<file path="config.mk">
export PLATFORM = sky130hd
export DESIGN_NAME = touch_key_event_scanner
export DESIGN_NICKNAME = d
export VERILOG_FILES = /design/src/tkes_pkg.sv /design/src/tkes_front.sv /design/src/tkes_queue.sv /design/src/tkes_back.sv /design/src/touch_key_event_scanner.sv
export SDC_FILE = /design/constraint.sdc
export NUM_CORES = 1
export LEC_CHECK = 0
export BUFFER_PORTS_ARGS = -buffer_cell sky130_fd_sc_hd__buf_2
export CAP_MARGIN = 10
export CORE_UTILIZATION = 60
export CTS_BUF_LIST = sky130_fd_sc_hd__clkbuf_8
export DETAILED_ROUTE_END_ITERATION = 10
export PLACE_DENSITY = 0.79
export SLEW_MARGIN = 5
export SYNTH_ARGS = -nofsm -noshare
export SYNTH_HDL_FRONTEND = slang
export SYNTH_SLANG_ARGS = --single-unit
</file>
<file path="constraint.sdc">
create_clock -name clk -period 9.89 [get_ports clk]
set_clock_uncertainty 0.05 [all_clocks]
set_input_delay 0.4945 -clock clk [delete_from_list [all_inputs] [get_ports clk]]
set_output_delay 0.4945 -clock clk [all_outputs]
set_load 0.01 [all_outputs]
</file>
<file path="src/tkes_pkg.sv">
// ----------------------------------------------------------------------------
// tkes_pkg: shared types and constants of the touch key event scanner
// Holds the pad reorder table, the key phase codes, the register indexes and
// the records that travel between the front end, the queue and the back end.
// ----------------------------------------------------------------------------
package tkes_pkg;

	localparam int NUM_PADS = 16;
	localparam int NUM_KEYS = 8;

	// The bit read on pulse n lands at pad position PAD_MAP[n].
	localparam logic [3:0] PAD_MAP [NUM_PADS] = '{
		4'd4, 4'd5, 4'd6, 4'd7, 4'd8, 4'd9, 4'd10, 4'd11,
		4'd12, 4'd13, 4'd14, 4'd15, 4'd0, 4'd1, 4'd2, 4'd3
	};

	// Key phases.
	localparam logic [1:0] PH_IDLE     = 2'd0;
	localparam logic [1:0] PH_PRESSED  = 2'd1;
	localparam logic [1:0] PH_ACTIVE   = 2'd2;
	localparam logic [1:0] PH_RELEASED = 2'd3;

	// Configuration register indexes.
	localparam logic REG_RELEASE_DEBOUNCE = 1'b0;
	localparam logic REG_HOLD             = 1'b1;

	localparam logic [15:0] RELEASE_DEBOUNCE_RESET = 16'd10;
	localparam logic [15:0] HOLD_RESET             = 16'd500;

	// A changed scan waiting for the key sequencer.
	typedef struct packed {
		logic [NUM_KEYS-1:0] keys;
		logic [31:0]         now_ms;
	} tkes_job_t;

	// One key event.
	typedef struct packed {
		logic [2:0] key_index;
		logic [1:0] key_state;
		logic       hold;
		logic       last;
	} tkes_event_t;

endpackage

</file>
<file path="src/tkes_front.sv">
// ----------------------------------------------------------------------------
// tkes_front: scan intake
// Reorders the pad bits, compares them with the stored pads and hands a
// changed scan, merged into key bits, to the queue.
// ----------------------------------------------------------------------------
module tkes_front
	import tkes_pkg::*;
(
	input  logic        clk,
	input  logic        arst_n,
	input  logic        scan_valid,
	output logic        scan_ready,
	input  logic [15:0] sample_bits,
	input  logic [31:0] now_ms,
	input  logic        queue_full,
	output logic        push,
	output tkes_job_t   push_job
);

	logic [NUM_PADS-1:0] raw_pads_q;
	logic [NUM_PADS-1:0] pads;
	logic                changed;
	logic                accept;

	always_comb begin
		pads = '0;
		for (int n = 0; n < NUM_PADS; n++) begin
			pads[PAD_MAP[n]] = sample_bits[n];
		end
	end

	always_comb begin
		for (int k = 0; k < NUM_KEYS; k++) begin
			push_job.keys[k] = pads[2*k] | pads[2*k+1];
		end
		push_job.now_ms = now_ms;
	end

	assign changed    = (pads != raw_pads_q);
	assign scan_ready = !queue_full;
	assign accept     = scan_valid && scan_ready;
	assign push       = accept && changed;

	always_ff @(posedge clk or negedge arst_n) begin
		if (!arst_n) begin
			raw_pads_q <= '0;
		end else if (push) begin
			raw_pads_q <= pads;
		end
	end

endmodule

</file>
<file path="src/tkes_queue.sv">
// ----------------------------------------------------------------------------
// tkes_queue: job queue
// A short register queue that decouples scan intake from key sequencing.
// ----------------------------------------------------------------------------
module tkes_queue
	import tkes_pkg::*;
#(
	parameter int DEPTH = 2
) (
	input  logic      clk,
	input  logic      arst_n,
	input  logic      push,
	input  tkes_job_t push_job,
	output logic      full,
	output logic      pop_valid,
	input  logic      pop,
	output tkes_job_t pop_job
);

	localparam int PTR_W = (DEPTH > 1) ? $clog2(DEPTH) : 1;
	localparam int CNT_W = $clog2(DEPTH + 1);

	tkes_job_t        slots_q [DEPTH];
	logic [PTR_W-1:0] wr_ptr_q;
	logic [PTR_W-1:0] rd_ptr_q;
	logic [CNT_W-1:0] count_q;
	logic             do_push;
	logic             do_pop;

	assign full      = (count_q == CNT_W'(DEPTH));
	assign pop_valid = (count_q != '0);
	assign do_push   = push && !full;
	assign do_pop    = pop && pop_valid;
	assign pop_job   = slots_q[rd_ptr_q];

	always_ff @(posedge clk or negedge arst_n) begin
		if (!arst_n) begin
			wr_ptr_q <= '0;
			rd_ptr_q <= '0;
			count_q  <= '0;
		end else begin
			if (do_push) begin
				wr_ptr_q <= (wr_ptr_q == PTR_W'(DEPTH - 1)) ? '0 : wr_ptr_q + 1'b1;
			end
			if (do_pop) begin
				rd_ptr_q <= (rd_ptr_q == PTR_W'(DEPTH - 1)) ? '0 : rd_ptr_q + 1'b1;
			end
			if (do_push && !do_pop) begin
				count_q <= count_q + 1'b1;
			end else if (do_pop && !do_push) begin
				count_q <= count_q - 1'b1;
			end
		end
	end

	always_ff @(posedge clk) begin
		if (do_push) begin
			slots_q[wr_ptr_q] <= push_job;
		end
	end

endmodule

</file>
<file path="src/tkes_back.sv">
// ----------------------------------------------------------------------------
// tkes_back: key sequencer
// Steps the eight keys of one changed scan, one key per cycle while the output
// register is free, and delivers the events through that register. One event
// is held back so that the final event of the scan can be marked.
// ----------------------------------------------------------------------------
module tkes_back
	import tkes_pkg::*;
(
	input  logic        clk,
	input  logic        arst_n,
	input  logic [15:0] release_debounce_ms,
	input  logic [15:0] hold_ms,
	input  logic        job_valid,
	output logic        job_pop,
	input  tkes_job_t   job,
	output logic        event_valid,
	input  logic        event_ready,
	output tkes_event_t event_out
);

	localparam logic [1:0] BK_IDLE  = 2'd0;
	localparam logic [1:0] BK_STEP  = 2'd1;
	localparam logic [1:0] BK_FLUSH = 2'd2;

	logic [1:0]  state_q;
	logic [2:0]  key_cnt_q;
	tkes_job_t   job_q;

	logic [1:0]  key_phase_q [NUM_KEYS];
	logic        key_hold_q  [NUM_KEYS];
	logic [31:0] key_stamp_q [NUM_KEYS];

	tkes_event_t pend_q;
	logic        pend_valid_q;
	tkes_event_t out_q;
	logic        out_valid_q;

	logic        out_free;
	logic        step_en;
	logic        flush_en;
	logic        load_out;

	logic        p;
	logic [1:0]  ph_mid;
	logic        hold_mid;
	logic [31:0] elapsed;
	logic [1:0]  ph_new;
	logic        hold_new;
	logic        stamp_new;
	logic        fire;

	assign out_free = !out_valid_q || event_ready;
	assign job_pop  = (state_q == BK_IDLE) && job_valid;
	assign step_en  = (state_q == BK_STEP) && out_free;
	assign flush_en = (state_q == BK_FLUSH) && out_free;
	assign load_out = pend_valid_q && ((step_en && fire) || flush_en);

	// Phase update of the current key.
	always_comb begin
		p        = job_q.keys[key_cnt_q];
		ph_mid   = key_phase_q[key_cnt_q];
		hold_mid = key_hold_q[key_cnt_q];
		if (ph_mid == PH_PRESSED) begin
			ph_mid = PH_ACTIVE;
		end
		if (ph_mid == PH_RELEASED) begin
			ph_mid   = PH_IDLE;
			hold_mid = 1'b0;
		end
		elapsed   = job_q.now_ms - key_stamp_q[key_cnt_q];
		ph_new    = ph_mid;
		hold_new  = hold_mid;
		stamp_new = 1'b0;
		fire      = 1'b0;
		if (ph_mid == PH_IDLE && p) begin
			ph_new    = PH_PRESSED;
			stamp_new = 1'b1;
			fire      = 1'b1;
		end else if (ph_mid == PH_ACTIVE && !p && elapsed > {16'd0, release_debounce_ms}) begin
			ph_new    = PH_RELEASED;
			stamp_new = 1'b1;
			fire      = 1'b1;
		end else if (ph_mid == PH_ACTIVE && !hold_mid && elapsed > {16'd0, hold_ms}) begin
			hold_new = 1'b1;
			fire     = 1'b1;
		end
	end

	always_ff @(posedge clk or negedge arst_n) begin
		if (!arst_n) begin
			state_q      <= BK_IDLE;
			key_cnt_q    <= '0;
			pend_valid_q <= 1'b0;
			out_valid_q  <= 1'b0;
			for (int k = 0; k < NUM_KEYS; k++) begin
				key_phase_q[k] <= PH_IDLE;
				key_hold_q[k]  <= 1'b0;
				key_stamp_q[k] <= '0;
			end
		end else begin
			case (state_q)
				BK_IDLE: begin
					if (job_valid) begin
						state_q   <= BK_STEP;
						key_cnt_q <= '0;
					end
				end
				BK_STEP: begin
					if (step_en) begin
						key_phase_q[key_cnt_q] <= ph_new;
						key_hold_q[key_cnt_q]  <= hold_new;
						if (stamp_new) begin
							key_stamp_q[key_cnt_q] <= job_q.now_ms;
						end
						if (fire) begin
							pend_valid_q <= 1'b1;
						end
						key_cnt_q <= key_cnt_q + 1'b1;
						if (key_cnt_q == 3'(NUM_KEYS - 1)) begin
							state_q <= BK_FLUSH;
						end
					end
				end
				BK_FLUSH: begin
					if (flush_en) begin
						pend_valid_q <= 1'b0;
						state_q      <= BK_IDLE;
					end
				end
				default: begin
					state_q <= BK_IDLE;
				end
			endcase
			if (load_out) begin
				out_valid_q <= 1'b1;
			end else if (event_ready) begin
				out_valid_q <= 1'b0;
			end
		end
	end

	always_ff @(posedge clk) begin
		if (job_pop) begin
			job_q <= job;
		end
		if (step_en && fire) begin
			pend_q.key_index <= key_cnt_q;
			pend_q.key_state <= ph_new;
			pend_q.hold      <= hold_new;
			pend_q.last      <= 1'b0;
		end
		if (load_out) begin
			out_q.key_index <= pend_q.key_index;
			out_q.key_state <= pend_q.key_state;
			out_q.hold      <= pend_q.hold;
			out_q.last      <= flush_en;
		end
	end

	assign event_valid = out_valid_q;
	assign event_out   = out_q;

endmodule

</file>
<file path="src/touch_key_event_scanner.sv">
// ----------------------------------------------------------------------------
// touch_key_event_scanner: touch key event scanner top level
// Turns scans of sixteen touch pads into press, hold and release events of
// eight merged keys, with an APB-style port for the two timing registers.
// ----------------------------------------------------------------------------
// Usage. The scan channel (scan_valid, scan_ready, sample_bits, now_ms) takes
// one scan per request. A scan whose reordered pads equal the stored pads is
// taken and produces nothing. A changed scan is queued and the key sequencer
// then visits the eight keys, one key per cycle while the output register is
// free, so a changed scan occupies the sequencer for a load step, eight key
// steps and a step to mark the final event. The sequencer takes a new scan
// only when done with the last, which sets the sustained rate of changed
// scans; the queue of QUEUE_DEPTH scans lets intake run ahead meanwhile.
// The event channel (event_valid, event_ready, key_index, key_state, hold,
// last) delivers zero to eight requests per changed scan in ascending key
// order; last marks the final one. Each event is held back until the next
// event of the scan is found or the last key has been visited. If the
// receiver stalls, the output register holds its request, the sequencer
// waits, the queue fills and scan_ready drops. Registers are to be written
// only while the block is idle; the block itself does not enforce this.
// Reset clears the stored pads, all keys to idle with hold clear and stamp
// zero, and the registers to 10 ms debounce and 500 ms hold time.
// ----------------------------------------------------------------------------
module touch_key_event_scanner
	import tkes_pkg::*;
#(
	parameter int QUEUE_DEPTH = 2
) (
	input  logic        clk,
	input  logic        arst_n,
	// APB-style configuration port
	input  logic        psel,
	input  logic        penable,
	input  logic        pwrite,
	input  logic [2:0]  paddr,
	input  logic [31:0] pwdata,
	output logic [31:0] prdata,
	output logic        pready,
	// Scan channel
	input  logic        scan_valid,
	output logic        scan_ready,
	input  logic [15:0] sample_bits,
	input  logic [31:0] now_ms,
	// Event channel
	output logic        event_valid,
	input  logic        event_ready,
	output logic [2:0]  key_index,
	output logic [1:0]  key_state,
	output logic        hold,
	output logic        last
);

	logic [15:0] release_debounce_q;
	logic [15:0] hold_ms_q;
	logic        cfg_write;

	logic        queue_full;
	logic        push;
	tkes_job_t   push_job;
	logic        job_valid;
	logic        job_pop;
	tkes_job_t   job;
	tkes_event_t event_out;

	// Both registers are 16 bits at byte addresses 0 and 4; address bit 2
	// selects the register and the low address bits are ignored.
	assign pready    = 1'b1;
	assign cfg_write = psel && penable && pwrite;

	always_ff @(posedge clk or negedge arst_n) begin
		if (!arst_n) begin
			release_debounce_q <= RELEASE_DEBOUNCE_RESET;
			hold_ms_q          <= HOLD_RESET;
		end else if (cfg_write) begin
			if (paddr[2] == REG_RELEASE_DEBOUNCE) begin
				release_debounce_q <= pwdata[15:0];
			end else begin
				hold_ms_q <= pwdata[15:0];
			end
		end
	end

	assign prdata = (paddr[2] == REG_HOLD) ? {16'd0, hold_ms_q} : {16'd0, release_debounce_q};

	// Front end: reorder, compare with the stored pads, merge into keys.
	tkes_front u_front (
		.clk         (clk),
		.arst_n      (arst_n),
		.scan_valid  (scan_valid),
		.scan_ready  (scan_ready),
		.sample_bits (sample_bits),
		.now_ms      (now_ms),
		.queue_full  (queue_full),
		.push        (push),
		.push_job    (push_job)
	);

	// Queue of changed scans between intake and sequencing.
	tkes_queue #(
		.DEPTH (QUEUE_DEPTH)
	) u_queue (
		.clk       (clk),
		.arst_n    (arst_n),
		.push      (push),
		.push_job  (push_job),
		.full      (queue_full),
		.pop_valid (job_valid),
		.pop       (job_pop),
		.pop_job   (job)
	);

	// Back end: per-key phase update and event delivery.
	tkes_back u_back (
		.clk                 (clk),
		.arst_n              (arst_n),
		.release_debounce_ms (release_debounce_q),
		.hold_ms             (hold_ms_q),
		.job_valid           (job_valid),
		.job_pop             (job_pop),
		.job                 (job),
		.event_valid         (event_valid),
		.event_ready         (event_ready),
		.event_out           (event_out)
	);

	assign key_index = event_out.key_index;
	assign key_state = event_out.key_state;
	assign hold      = event_out.hold;
	assign last      = event_out.last;

endmodule

</file>
Yosys cells after proc, flatten, opt, wreduce, memory -nomap -nowiden:

Memory sizes are Yosys's and may differ from the RTL's. A register that Yosys moved wholly into a read port is not among the register bits.
Index checks and enable logic that the tools add are counted.

* output and inout port bits: 42
* memory bits (writable): 80
* bits of input ports: 90
* memories: 1
* register bits after elaboration: 352

* reductions and logical operators: 41
* eq/ne operators: 13
* $add $sub $neg: 6
* order comparisons: 5
* multiplexer cells: 54
* bitwise operators: 10

Memories
* u_queue.slots_q: words 2, bits a word 40, rd ports 1, clocked after memory_dff 1, wr ports 1, RTL line tkes_queue.sv:23 `tkes_job_t slots_q [DEPTH];`

Operators with widths (number)
* 256-bit bitwise mux: 1
* 32-bit binary-select mux with 3-bit select: 1
* 32-bit demux with 3-bit select: 1
* 32-bit 2-to-1 mux: 3
* 32-bit by 16-bit greater-than comparator with 1-bit output: 2
* 32-bit subtractor: 1
* 2-bit 2-to-1 mux: 13
* 1-bit 2-to-1 mux: 22
* 1-bit logical AND: 19
* 16-bit bitwise mux: 1
* 16-bit 2-to-1 mux: 1
* 16-bit != test: 1
* 2-bit nonzero test: 5
* 8-bit bitwise mux: 1
* 2-bit == test (second input constant): 4
* 2-bit by 1-bit != test with 1-bit output (second input constant): 4
* 1-bit OR: 8
* 4-bit AND reduction: 2
* 1-bit binary-select mux with 3-bit select: 2
* 2-bit binary-select mux with 3-bit select: 1
* 2-bit demux with 3-bit select: 1
* 1-bit zero test: 6
* 3-bit 2-to-1 mux: 2
* 2-bit case mux with 3 select lines: 1
* other kinds (19): 26

Longest topological paths before layout:

* depth after elaboration: 18
* gate-level depth with buffers: 28

By module:

A second synthesis with hierarchy kept.

* cells, all modules: 2465
* area, all modules: 26548.0 sq um

Modules (own cells, without submodules)
* tkes_back: sequential area each 8773.4 sq um, cells an instance 2119, area each 20532.2 sq um, times used 1
* tkes_queue: sequential area each 2502.4 sq um, cells an instance 144, area each 3290.7 sq um, times used 1
* touch_key_event_scanner: sequential area each 810.8 sq um, cells an instance 105, area each 1607.8 sq um, times used 1
* tkes_front: sequential area each 400.4 sq um, cells an instance 97, area each 1117.3 sq um, times used 1

Worst setup path after synthesis:

No wires, ideal clock.

* path kind: register -> register
* start: register u_back.key_cnt_q[0]
* end: register, netlist name u_back.event_out[0]
* setup slack: 4337 ps
* data required time: 9516 ps
* period minus slack after synthesis: 5553 ps
* arrival time: 5179 ps
* stages on the path, launching flop included: 26
* library setup time: 324 ps
* cell sequence: dfrtp_1 buf_2 inv_1 nor3_1 clkbuf_1 a22oi_1 and4_1 ha_1 a21oi_1 o21ai_0 a211oi_1 nand2_1 nand3_1 nand2_1 xor2_1 ha_1 nand4_1 nor2_1 nand2_1 a221o_1 o21ai_0 o32ai_1 o221a_2 nand4_1 and2_1 o21a_1

* word-level cells in the longest chain between the ends: 17
* elaborated cells on any way between the ends: 35
* classes of those cells: 1 x add/sub; 2 x order compare; 3 x eq/ne; 17 x mux; 1 x bitwise; 11 x reduce/logical

RTL lines
* start, declared: RTL line tkes_back.sv:27 `logic [2:0] key_cnt_q;`
* start signal, assigned: RTL line tkes_back.sv:119 `key_cnt_q <= key_cnt_q + 1'b1;`
* branches (longest 13 deep; another with 32-bit subtractor)
* 1-bit 2-to-1 mux *: RTL line tkes_back.sv:76 `if (ph_mid == PH_IDLE && p) begin`
* 1-bit logical AND *: RTL line tkes_back.sv:57 `assign load_out = pend_valid_q && ((step_en && fire) || flush_en);`
* 1-bit logical OR *: RTL line tkes_back.sv:57
* 1-bit logical AND *: RTL line tkes_back.sv:57
* named net u_back.load_out: RTL line tkes_back.sv:42 `logic load_out;`

Mark *: on every way through the listed nets, which the timed path passes. The select of a mux whose other input is x is not followed.
A chain may end at the register's enable or synchronous reset.

Worst setup path in the final report:

* start: register u_back.key_cnt_q[2]
* end: register u_back.key_stamp_q[30] in the netlist's numbering

* word-level cells in the longest chain between the ends: 14
* elaborated cells on any way between the ends: 30
* classes of those cells: 1 x add/sub; 3 x order compare; 3 x eq/ne; 15 x mux; 1 x bitwise; 7 x reduce/logical

RTL lines
* branches (longest 14 deep; another with 32-bit subtractor)
* end signal, assigned by index: RTL line tkes_back.sv:114 `key_stamp_q[key_cnt_q] <= job_q.now_ms;`
* end, declared: RTL line tkes_back.sv:32 `logic [31:0] key_stamp_q [NUM_KEYS];`

Several ways; the timed one is not identified. The select of a mux whose other input is x is not followed.

==> results.yml <==
floorplan:
  fp.coreArea_um2: 36600
  start_util_pct: 61.0
  fp-row-count: 70
  die_area_um2: 38000
  die_h_um: 195
  io_pins: 132
  fp.dieW_um: 195
clock_tree:
  cts_sinks: 472
  post_cts_resize_count: 0
  cts_setup_buffers: 0
  cts_tree: "done"
  htreeDepth: 3
  numCtsBuffers: 78
  cts-root-buf: "clkbuf_8"
  cts_buffer_depth: 3
  cts.reportedPaths.clkPinSlew_ns: 0.06
  clk-insertion-delay-late_ns: 0.64
finish:
  nFillCells: 2622
  n_antenna_cell: 0
  multi_input_area_um2: 9160
  drive_above_1_share_pct: 30.1
  fin_nets: 1996
  stdcell_count: 2369
  syn2layout_area_growth_pct: 11.1
  final-seq-area_um2: 12500
global_route:
  grt_overflow: 0
  grt_pass1_vias: 15000
  grtUsageTotal_pct: 27.1
  grt_max_degree: 125
  antenna_found_initial: 0
  grt_pass1_wl_mm: 80.3
hold_path:
  min_from: "pwdata[3]"
  worstHoldPathCells: 2
  hp-class: "in2reg"
  holdPathEnd: "release_debounce_q[3]"
synth:
  synth_seq_cells: 472
  syn_inst: 1693
  synth_warnings: 0
  synth_edf_count: 133
  ys_seq_area_share_pct: 55.9
  postSynth.topFlopCell: "dfrtp_1"
  synth_area_per_cell_um2: 13.2
  synthArstFlopShare_pct: 71.8
  synthDistinctLibCells: 74
  synthesis.area_um2: 22300
placement:
  dp_cells: 2191
  io_buffers: 96
  dpl.hpwl_mm: 30.6
  routabilityCongestion: 0.910
critical_path:
  arrival_ns: 7.99
  crit_type: "reg2reg"
  startpoint_type: "flip-flop"
  reg2reg_from: "u_back.key_cnt_q[2]"
  worstSetupEndpointType: "flip-flop"
  required_ns: 10.35
  reg2reg_slack_ns: 2.36
  critPathMaxFanout: 33
  reg2reg_depth: 22
  r2r-end: "u_back.key_stamp_q[30]"
route:
  drtIter0Drc: 1094
  antenna_left: 0
  wl_mm: 50.0
  dr.pass1.iters: 5
  wire_per_inst_um: 21.1
  via_per_inst: 6.18
  num_vias: 14600
  drc: 0
timing:
  hold_violations: 0
  tightest_slew_ns: 1.09
  setup_viol: 0
  fmax_mhz: 133
  post-route-period-util_pct: 76.2
  min_period_ns: 7.53
  slew_headroom_pct: 27.6
  rsz0062_at_grt: "false"
  final_max_slew_viol_count: 0
  fin_setup_tns_ns: 0
job:
  cap_violations: 0
outcome:
  status: "complete, no violations"
==> cell families after synthesis <==
kind of cell	share of synthesized area, %
fa+ha+maj	3.95
buf+inv	3.50
xor+xnor	1.57
mux	18.0
flops	55.9
compound gates	10.2
other cells	0.0336
simple gates	6.85
==> cell usage after synthesis (all sizes together) (19+ instances only) <==
library cell / count / area [um2]
and4: 31 / 272
nor2: 55 / 206
dfrtp: 331 / 8280
ha: 69 / 863
nand4: 19 / 134
buf: 48 / 428
a21oi: 56 / 280
inv: 46 / 173
edfxtp: 133 / 3990
o21ai: 58 / 290
mux2: 356 / 4010
xor2: 25 / 219
a22oi: 138 / 1040
clkbuf: 48 / 181
nand2: 90 / 400
==> critical path, stage by stage (launching register included) <==
cell,delay [ns]
dfrtp_1,0.50
nand2b_1,0.26
nor2_2,0.72
buf_4,0.49
a22oi_1,0.11
and4_1,0.24
ha_1,0.37
a21oi_1,0.26
a21boi_0,0.13
a211oi_1,0.42
nand2_1,0.16
nand3_1,0.12
nand2_1,0.07
xor2_1,0.44
ha_1,0.23
nand4_1,0.14
nor2_1,0.16
nand2_1,0.11
o32ai_1,0.66
and2_1,0.27
nand4_4,0.32
nand2_4,0.70
mux2_2,0.42
==> flip-flops by register name, summed over array words and instances, names as in the netlist <==
| signal | flops |
|---|---|
| u_back.pend_q | 6 |
| u_back.key_stamp_q | 256 |
| release_debounce_q | 16 |
| u_queue.slots_q | 80 |
| u_queue.wr_ptr_q | 1 |
| u_back.state_q | 2 |
| hold_ms_q | 16 |
| u_back.event_valid | 1 |
| u_back.job_q | 40 |
| u_back.key_cnt_q | 3 |
| u_back.key_hold_q | 8 |
| u_queue.count_q | 2 |
| u_back.key_phase_q | 16 |
| u_back.event_out | 7 |
| u_back.pend_valid_q | 1 |
| u_queue.rd_ptr_q | 1 |
| u_front.raw_pads_q | 16 |
==> worst max-delay path by stage <==
| stage | from | endpoint | slack, ns | cells past startpoint |
|---|---|---|---|---|
| 4_1_cts | u_back.key_cnt_q[0] | u_back.key_stamp_q[30] | 2.47 | 22 |
| 6_report | u_back.key_cnt_q[2] | u_back.key_stamp_q[30] | 2.36 | 22 |
| 2_1_floorplan | u_back.key_cnt_q[0] | u_back.event_out[0] | 4.34 | 25 |
| 5_1_grt | u_back.key_cnt_q[2] | u_back.key_stamp_q[30] | 1.98 | 22 |
| 3_3_place_gp | u_back.key_cnt_q[0] | u_back.key_stamp_q[25] | 2.62 | 22 |
| 3_5_place_dp | u_back.key_cnt_q[0] | u_back.key_stamp_q[27] | 2.56 | 22 |
==> what timing repair did <==
item,in CTS,in global routing
endpoints found under the setup margin,0,0
hold buffers,33,0
endpoints found under the hold margin,177,0
==> final cells by class <==
cell class / count / share of cell area [%]
clock buffer: 89 / 4.94
clock inverter: 56 / 1.02
inverter: 46 / 0.696
multi-input combinational: 1094 / 36.9
sequential: 472 / 50.3
tap: 468 / 2.36
timing repair buffer: 144 / 3.76
==> per-stage QoR <==
| stage | area (um2) | hold WS (ns) | worst slack, ns | utilization, % |
|---|---|---|---|---|
| 2_1_floorplan | 22400 | 0.149 | 4.34 | - |
| 3_3_place_gp | 23000 | 0.369 | 2.62 | 62.8 |
| 3_5_place_dp | 23000 | 0.363 | 2.56 | 62.8 |
| 4_1_cts | 24800 | 0.0235 | 2.47 | 67.8 |
| 5_1_grt | 24800 | 0.0370 | 1.98 | 67.8 |
| 6_report | 24800 | 0.0499 | 2.36 | 67.8 |
==> routing by layer <==
metal	track usage [%]	up-vias	wire length (um)
met4	11.0	0	1370
met5	0	-	0
met3	5.01	105	3110
met1	36.6	7398	21800
li1	-	6621	-
met2	43.3	505	23800
==> cell usage in the layout, fill, tap and decap left out, drive strengths merged, types with 6 or more instances in the layout <==
master | Yosys | layout
nand2 | 90 | 90
a21oi | 56 | 56
a22oi | 138 | 138
a22o | 6 | 6
nand2b | 13 | 13
dfrtp | 331 | 331
edfxtp | 133 | 133
clkbuf | 48 | 89
mux2 | 356 | 356
nor3 | 10 | 10
nor2b | 9 | 9
nor2 | 55 | 55
nand3 | 12 | 12
or2 | 8 | 8
nand4 | 19 | 19
ha | 69 | 69
buf | 48 | 111
conb | 2 | 17
and4 | 31 | 31
a211oi | 6 | 6
xor2 | 25 | 25
inv | 46 | 88
nor4 | 7 | 7
xnor2 | 15 | 15
a21o | 14 | 14
dlygate4sd3 | 0 | 33
o21ai | 58 | 58
dfstp | 8 | 8
and3 | 7 | 7
clkinv | 0 | 13
o211ai | 8 | 8
Power is not shown: default switching activity piles up to over one toggle a cycle in this logic, so the estimate is an artifact.
